<file path="config.mk">
export PLATFORM = sky130hd
export DESIGN_NAME = lbce_free_stack
export DESIGN_NICKNAME = d
export VERILOG_FILES = /design/src/hdl/lbce_pkg.sv /design/src/hdl/lbce_free_stack.sv
export SDC_FILE = /design/constraint.sdc
export NUM_CORES = 1
export LEC_CHECK = 0
export BUFFER_PORTS_ARGS = -buffer_cell sky130_fd_sc_hd__buf_2
export CORE_ASPECT_RATIO = 0.75
export CORE_UTILIZATION = 65
export CTS_BUF_LIST = sky130_fd_sc_hd__clkbuf_4 sky130_fd_sc_hd__clkbuf_8
export DETAILED_ROUTE_END_ITERATION = 8
export PLACE_DENSITY = 0.93
export SLEW_MARGIN = 15
export SYNTH_ARGS = -nofsm -noshare
export SYNTH_HDL_FRONTEND = slang
export SYNTH_SLANG_ARGS = --single-unit
</file>
<file path="constraint.sdc">
create_clock -name clock -period 4.45 [get_ports clock]
set_input_delay 0.6675 -clock clock [delete_from_list [all_inputs] [get_ports clock]]
set_output_delay 0.6675 -clock clock [all_outputs]
set_load 0.02 [all_outputs]
</file>
<file path="src/hdl/lbce_pkg.sv">
package lbce_pkg;

   localparam int KEY_BLOCK_W = 36;
   localparam int KEY_VER_W   = 31;
   localparam int DATA_W      = 64;
   localparam int COUNT_W     = 7;
   localparam int MAXB_W      = 7;
   localparam int DELB_W      = 6;
   localparam int CSR_IDX_W   = 1;
   localparam int CSR_DATA_W  = 7;

   localparam logic [MAXB_W-1:0] MAXB_RESET = 7'd64;
   localparam logic [DELB_W-1:0] DELB_RESET = 6'd8;

   typedef enum logic [1:0] {
      CMD_LOOKUP = 2'd0,
      CMD_INSERT = 2'd1,
      CMD_FLUSH  = 2'd2
   } cmd_type;

   typedef enum logic [CSR_IDX_W-1:0] {
      CSR_MAX_BLOCKS    = 1'b0,
      CSR_DELETE_BLOCKS = 1'b1
   } csr_index_type;

   typedef enum logic [3:0] {
      ST_INIT,
      ST_IDLE,
      ST_CLEAR,
      ST_SEARCH,
      ST_TOUCH,
      ST_POPW,
      ST_AGE,
      ST_BATCH,
      ST_EVICT,
      ST_KILL,
      ST_DONE
   } state_type;

   typedef struct packed {
      logic [1:0]             cmd;
      logic [KEY_BLOCK_W-1:0] block_id;
      logic [KEY_VER_W-1:0]   version;
      logic [DATA_W-1:0]      data_in;
   } req_type;

   typedef struct packed {
      logic               hit;
      logic               stored;
      logic [DATA_W-1:0]  data_out;
      logic [COUNT_W-1:0] entry_count;
   } rsp_type;

   // Key and payload of one cache line as held in the entry memory.
   typedef struct packed {
      logic [KEY_BLOCK_W-1:0] block_id;
      logic [KEY_VER_W-1:0]   version;
      logic [DATA_W-1:0]      data;
   } line_type;

endpackage

</file>
<file path="src/hdl/lbce_free_stack.sv">
module lbce_free_stack import lbce_pkg::*; #(
   parameter int CAPACITY = 64,
   parameter int AW = $clog2(CAPACITY),
   parameter int PW = AW + 1
) (
   input  logic          clock,
   input  logic          reset,
   input  logic          clear,
   input  logic          push,
   input  logic [AW-1:0] push_slot,
   input  logic          pop,
   output logic [PW-1:0] depth,
   output logic [AW-1:0] top_slot
);

   logic [AW-1:0] stack_mem [CAPACITY];
   logic [PW-1:0] depth_ff;
   logic [PW-1:0] depth_in;
   logic [PW-1:0] top_idx;

   assign top_idx = depth_ff - PW'(1);
   assign depth   = depth_ff;

   always_comb begin
      depth_in = depth_ff;
      if (clear) begin
         depth_in = '0;
      end else if (push) begin
         depth_in = depth_ff + PW'(1);
      end else if (pop) begin
         depth_in = top_idx;
      end
   end

   always_ff @(posedge clock) begin
      if (reset) begin
         depth_ff <= '0;
      end else begin
         depth_ff <= depth_in;
      end
   end

   always_ff @(posedge clock) begin
      if (push) begin
         stack_mem[depth_ff[AW-1:0]] <= push_slot;
      end
      if (pop) begin
         top_slot <= stack_mem[top_idx[AW-1:0]];
      end
   end

endmodule

</file>
==> results of run 1 <==
## area by class of cell
class | instances | area (um^2)
Antenna cell | 1 | 2.50
Clock buffer | 86 | 1030
Clock inverter | 10 | 85.1
Fill cell | 1282 | 6620
Inverter | 4 | 15.0
Multi-Input combinational cell | 389 | 3710
Sequential cell | 397 | 11900
Tap cell | 306 | 383
Timing Repair Buffer | 33 | 215
## through the flow
step | power [mW] | util, %
6_report | 7.67 | 72.3
5_1_grt | 7.86 | 72.3
4_1_cts | 7.66 | 72.3
3_5_place_dp | 4.89 | 67.6
3_3_place_gp | 4.86 | 67.6
2_1_floorplan | 4.66 | -
## how the worst max path moves through the flow
stage | from | endpoint | slack (ns) | cells past startpoint
after floorplan | depth[0] | top_slot[2] | 1.17 | 12
after global placement | depth[0] | top_slot[2] | 0.98 | 7
after detailed placement | depth[0] | top_slot[5] | 0.85 | 7
after CTS | depth[0] | top_slot[1] | 0.79 | 8
after global routing | depth[0] | top_slot[1] | 0.53 | 8
final | depth[1] | top_slot[0] | 0.81 | 8
## where the power goes
group          switching (mW)  internal (mW)
Combinational           0.422          0.240
Sequential             0.0328           4.14
Clock                    1.31           1.52
Total                    1.77           5.90
## cell families after synthesis
kind of cell / synth area share, %
buffers and inverters: 1.65
AOI/OAI and AO/OA: 2.64
xor gates and xnor gates: 0.618
DFF: 75.0
and+or+nand+nor: 5.77
adders and majority gates: 0.158
muxes: 14.2
## flip-flops by register name, indices dropped and copies added, names as in the netlist
register / cells
depth: 7
stack_mem: 384
top_slot: 6
## worst register-to-register path: stages (launching register included)
cell and delay [ns]:
dfxtp_1 0.77, inv_1 0.23, ha_4 0.27, xor2_4 0.77, buf_4 0.49, nor2_1 0.10, o22ai_1 0.21, o211ai_1 0.24
o32ai_1 0.36
## synthesized netlist by cell type (4+ instances only)
library cell / n
mux2_2: 6
o211ai_1: 11
buf_2: 14
mux4_2: 96
buf_4: 4
and2_1: 6
o32ai_1: 6
o22ai_1: 15
clkbuf_1: 27
nand2b_1: 4
xnor2_1: 5
edfxtp_1: 390
dfxtp_1: 7
o21ai_0: 8
nand2_1: 53
a211oi_1: 7
nor3_1: 9
nor2_1: 114
nand3_1: 18
## metal layers
layer  vias to the layer above  part of all wire [%]  global-route usage (%)  wire length, um
li1                       3451                     -                       -                -
met1                      4194                    36                    42.4            12800
met2                       775                    44                    44.2            15600
met3                       157                    15                    8.59             5230
met4                         0                   4.4                    12.6             1540
met5                         -                     0                       0                0
==> flow_summary_export.csv, run 1 <==
group,metric,value,unit
global_route,grt_max_degree,65,
detailed_routing,drtPass1Iterations,9,
detailed_routing,drc,1,
global_route,antenna_found_initial,1,
synthesis,syn_area,15800,um^2
placed_design,dp_hpwl,21400,um
cells_and_area,drive_gt1_share,26.0,%
synthesis,ys.flop_type,"edfxtp_1",
clocking,cts_buffer_depth,3,
power_and_ir_drop,cellLeakagePower,5.40,nW
synthesis,yosys-top-cells-area,"edfxtp_1 74%, mux4_2 14%, nor2_1 2.7%",
placed_design,place_ws,0.854,ns
timing,fmax,275,MHz
placed_design,numPortBuffers,23,
synthesis,yosys.area.top_type_share,74.1,%
clocking,clk_pin_slew_worst_paths,0.07,ns
status,violations,"design-rule violations",
timing,fin_crit_sh,81.8,%
clocking,cts_hold_buf,0,
synthesis,yosysTopAreaCell,"edfxtp_1",
power_and_ir_drop,ir_drop,407,uV
min_path,hold_class,"in2reg",
detailed_routing,postRouteAntennaNets,0,
cells_and_area,fin_area,17300,um^2
power_and_ir_drop,power_density,444,nW/um^2
clocking,cts_tree,"yes",
timing,rsz0062_at_grt,"no",
timing,finalHoldViolations,0,
timing,clock_skew,0.0308,ns
placed_design,placed_cell_area,16200,um^2
clocking,root_buffer,"clkbuf_8",
setup_path,critical_path.top_delay_family,"compound AO/OA/AOI/OAI gates",
timing,relSlewSlack,22.3,%
min_path,min_path_cells,2,
clocking,postCtsSetupBuffers,0,
detailed_routing,vias_per_cell,7.00,
cells_and_area,fin_cells,1226,
detailed_routing,drt_iter0_drc,1547,
cells_and_area,area_growth,9.43,%
detailed_routing,avgRoutedWirePerCell,28.6,um
timing,worst_pin_slew,1.17,ns
timing,worst_hold_slack,0.322,ns
synthesis,synth_edf_count,390,
setup_path,cp.arrival,4.05,ns
synthesis,avgSynthCellArea,18.8,um^2
setup_path,start_kind,"flop",
setup_path,timing.rr.start,"depth[1]",
placed_design,dp_cells,1129,
setup_path,max_stage_delay,0.77,ns
timing,final-max-slew-violation-count,0,
synthesis,synth_cell_types,43,
cells_and_area,nets,891,
clocking,cts.sinks,397,
timing,setup-tns-final,0,ns
synthesis,synth-async-reset-ratio,0,%
setup_path,worst-setup-path-type,"reg2reg",
placed_design,gp_congestion,0.963,
min_path,worstHoldStart,"reset",
setup_path,required,4.86,ns
global_route,track_usage,29.8,%
synthesis,yosys_warnings,0,
floorplan,ios,24,
clocking,worstSkewPairLatency,0.61,ns
global_route,grt_pass1_wl,52700,um
timing,period_needed,3.64,ns
floorplan,rows,49,
setup_path,path_max_fanout,30,
global_route,grt_pass1_vias,8517,
floorplan,die_h,137,um
synthesis,synth-seq-cells,397,
global_route,overflow,0,
clocking,ctsResizeCount,0,
setup_path,reg2reg_depth,8,
setup_path,crit_chain,"inv_1 > ha_4 > xor2_4 > buf_4 > nor2_1 > o22ai_1 > o211ai_1 > o32ai_1",
setup_path,critPathSlowestCell,"dfxtp_1",
timing,setup_violations,0,
synthesis,synth_nets,854,
cells_and_area,layout_commonest_cell,"edfxtp_1",
synthesis,syn_inst,841,
floorplan,fp.coreArea,23900,um^2
detailed_routing,wl,35100,um
cells_and_area,mostFrequentLayoutCells,"390 x edfxtp_1, 114 x nor2_1, 96 x mux4_2",
floorplan,die_x,182,um
synthesis,synth-seq-area-share,75.0,%
clocking,numCtsBuffers,53,
setup_path,timing.rr.end,"top_slot[0]",
timing,setup_ws,0.810,ns
min_path,holdPathEnd,"depth[4]",
detailed_routing,dr_total_vias,8577,
clocking,cts_htree_levels,2,
setup_path,cp_num_buf_inv,2,
floorplan,start_util,66.1,%
run,cap_viol_max_count,0,
status,outcome,"finished with violations",
setup_path,r2r_setup_slack,0.81,ns
setup_path,endpoint_kind,"flop",
floorplan,dieArea,24900,um^2
(Power assumes the default switching activity.)
==> inputs of run 2 (changes only) <==
==> constraint.sdc (replaced) <==
create_clock -name clock -period 3.5 [get_ports clock]
set_input_delay 0.525 -clock clock [delete_from_list [all_inputs] [get_ports clock]]
set_output_delay 0.525 -clock clock [all_outputs]
set_load 0.02 [all_outputs]
==> flow_summary_export.csv, run 2 (synthesis results as in run 1) <==
group,metric,value,unit
clocking,cts_hold_buf,0,
setup_path,cp_num_buf_inv,2,
power_and_ir_drop,power.switching,2.30,mW
min_path,min_path_cells,2,
cells_and_area,postLayoutCoreUtil,72.6,%
detailed_routing,dr_total_vias,8727,
setup_path,endpoint_kind,"flop",
min_path,hold_class,"in2reg",
setup_path,cp.arrival,3.47,ns
setup_path,critPathSlowestCell,"dfxtp_4",
clocking,clk_pin_slew_worst_paths,0.08,ns
cells_and_area,largest_reg_flops,384,
timing,rsz0062_at_grt,"no",
timing,setup_violations,0,
setup_path,worst-setup-path-type,"reg2reg",
timing,finalHoldViolations,0,
floorplan,fp.coreArea,23900,um^2
placed_design,dp_hpwl,22400,um
detailed_routing,drt_iter0_drc,1279,
detailed_routing,vias_per_cell,7.00,
min_path,holdPathEnd,"depth[5]",
power_and_ir_drop,power_density,553,nW/um^2
cells_and_area,drive_gt1_share,25.7,%
setup_path,path_max_fanout,22,
cells_and_area,multi_input_area,3710,um^2
setup_path,start_kind,"flop",
setup_path,r2r_setup_slack,0.37,ns
cells_and_area,fill_cells,1274,
clocking,worstSkewPairLatency,0.61,ns
clocking,cts.sinks,397,
cells_and_area,mostFrequentLayoutCells,"390 x edfxtp_1, 114 x nor2_1, 96 x mux4_2",
power_and_ir_drop,cellLeakagePower,5.45,nW
setup_path,reg2reg_depth,8,
setup_path,timing.rr.end,"top_slot[4]",
global_route,track_usage,31.3,%
setup_path,critical_path.top_delay_family,"multiplexers",
setup_path,crit_chain,"inv_2 > ha_4 > xor2_4 > buf_4 > mux4_2 > mux2_2 > o211ai_1 > o32ai_1",
floorplan,start_util,66.1,%
timing,final-max-slew-violation-count,0,
floorplan,dieArea,24900,um^2
placed_design,dp_cells,1149,
cells_and_area,fin_cells,1246,
detailed_routing,postRouteAntennaNets,0,
detailed_routing,avgRoutedWirePerCell,29.8,um
clocking,cts_tree,"yes",
setup_path,required,3.84,ns
min_path,worstHoldStart,"reset",
power_and_ir_drop,clock_power_share,35.7,%
clocking,cts_buffer_depth,3,
placed_design,numPortBuffers,23,
cells_and_area,register_area,11900,um^2
cells_and_area,layout_commonest_cell,"edfxtp_1",
floorplan,die_h,137,um
placed_design,gp_congestion,0.979,
timing,setup-tns-final,0,ns
clocking,postCtsSetupBuffers,0,
setup_path,max_stage_delay,0.60,ns
status,outcome,"completed",
power_and_ir_drop,pwr-share-seq,55.2,%
cells_and_area,antennaDiodeCount,0,
floorplan,die_x,182,um
global_route,grt_max_degree,65,
power_and_ir_drop,p_total,9.60,mW
cells_and_area,area_growth,9.85,%
floorplan,rows,49,
floorplan,ios,24,
power_and_ir_drop,swShare,24.0,%
clocking,numCtsBuffers,53,
timing,fmax,319,MHz
clocking,ctsResizeCount,0,
power_and_ir_drop,ir_drop,507,uV
timing,relSlewSlack,17.7,%
cells_and_area,nets,911,
power_and_ir_drop,p_comb_share,9.1,%
timing,clock_skew,0.0445,ns
detailed_routing,wl,37200,um
global_route,overflow,0,
detailed_routing,drc,0,
timing,fin_crit_sh,89.4,%
timing,period_needed,3.13,ns
clocking,root_buffer,"clkbuf_8",
timing,worst_pin_slew,1.23,ns
power_and_ir_drop,p_int,7.29,mW
clocking,cts_htree_levels,2,
global_route,antenna_found_initial,0,
setup_path,timing.rr.start,"depth[0]",
global_route,grt_pass1_wl,55000,um
detailed_routing,drtPass1Iterations,7,
global_route,grt_pass1_vias,8823,
run,cap_viol_max_count,0,
[run 2: final cells by class]
cell class / instances / area share [%]
multi-input combinational: 389 / 21.4
clock inverter: 31 / 1.12
clock buffer: 66 / 4.76
inverter: 4 / 0.0865
timing repair buffer: 53 / 2.16
sequential: 397 / 68.3
tap: 306 / 2.21
[run 2: stage by stage]
step / instance area, um^2 / hold slack (ns) / setup slack, ns
after global routing: 17400 / 0.241 / 0.261
after global placement: 16300 / 0.596 / 0.574
after floorplan: 15800 / 0.598 / 0.215
after CTS: 17400 / 0.209 / 0.393
after detailed placement: 16300 / 0.617 / 0.461
final: 17400 / 0.239 / 0.370
[run 2: per-layer routing]
| layer | wire (um) | track usage (%) |
|---|---|---|
| met1 | 13400 | 42.5 |
| met2 | 17400 | 49.1 |
| met3 | 4920 | 8.94 |
| met4 | 1450 | 12.3 |
| met5 | 0 | 0 |
[run 2: power groups by stage]
stage	Clock, mW	Combinational, mW	Sequential, mW
2_1_floorplan	0	0.519	5.40
3_3_place_gp	0	0.804	5.40
3_5_place_dp	0	0.843	5.40
4_1_cts	3.44	0.852	5.30
5_1_grt	3.64	0.910	5.30
6_report	3.42	0.875	5.30
[run 2: worst max-delay path by stage]
stage,end,from,depth (start not counted),slack (ns)
2_1_floorplan,top_slot[2],depth[0],12,0.22
3_3_place_gp,top_slot[2],depth[0],8,0.57
3_5_place_dp,top_slot[0],depth[0],8,0.46
4_1_cts,top_slot[4],depth[0],8,0.39
5_1_grt,top_slot[4],depth[0],8,0.26
6_report,top_slot[4],depth[0],8,0.37
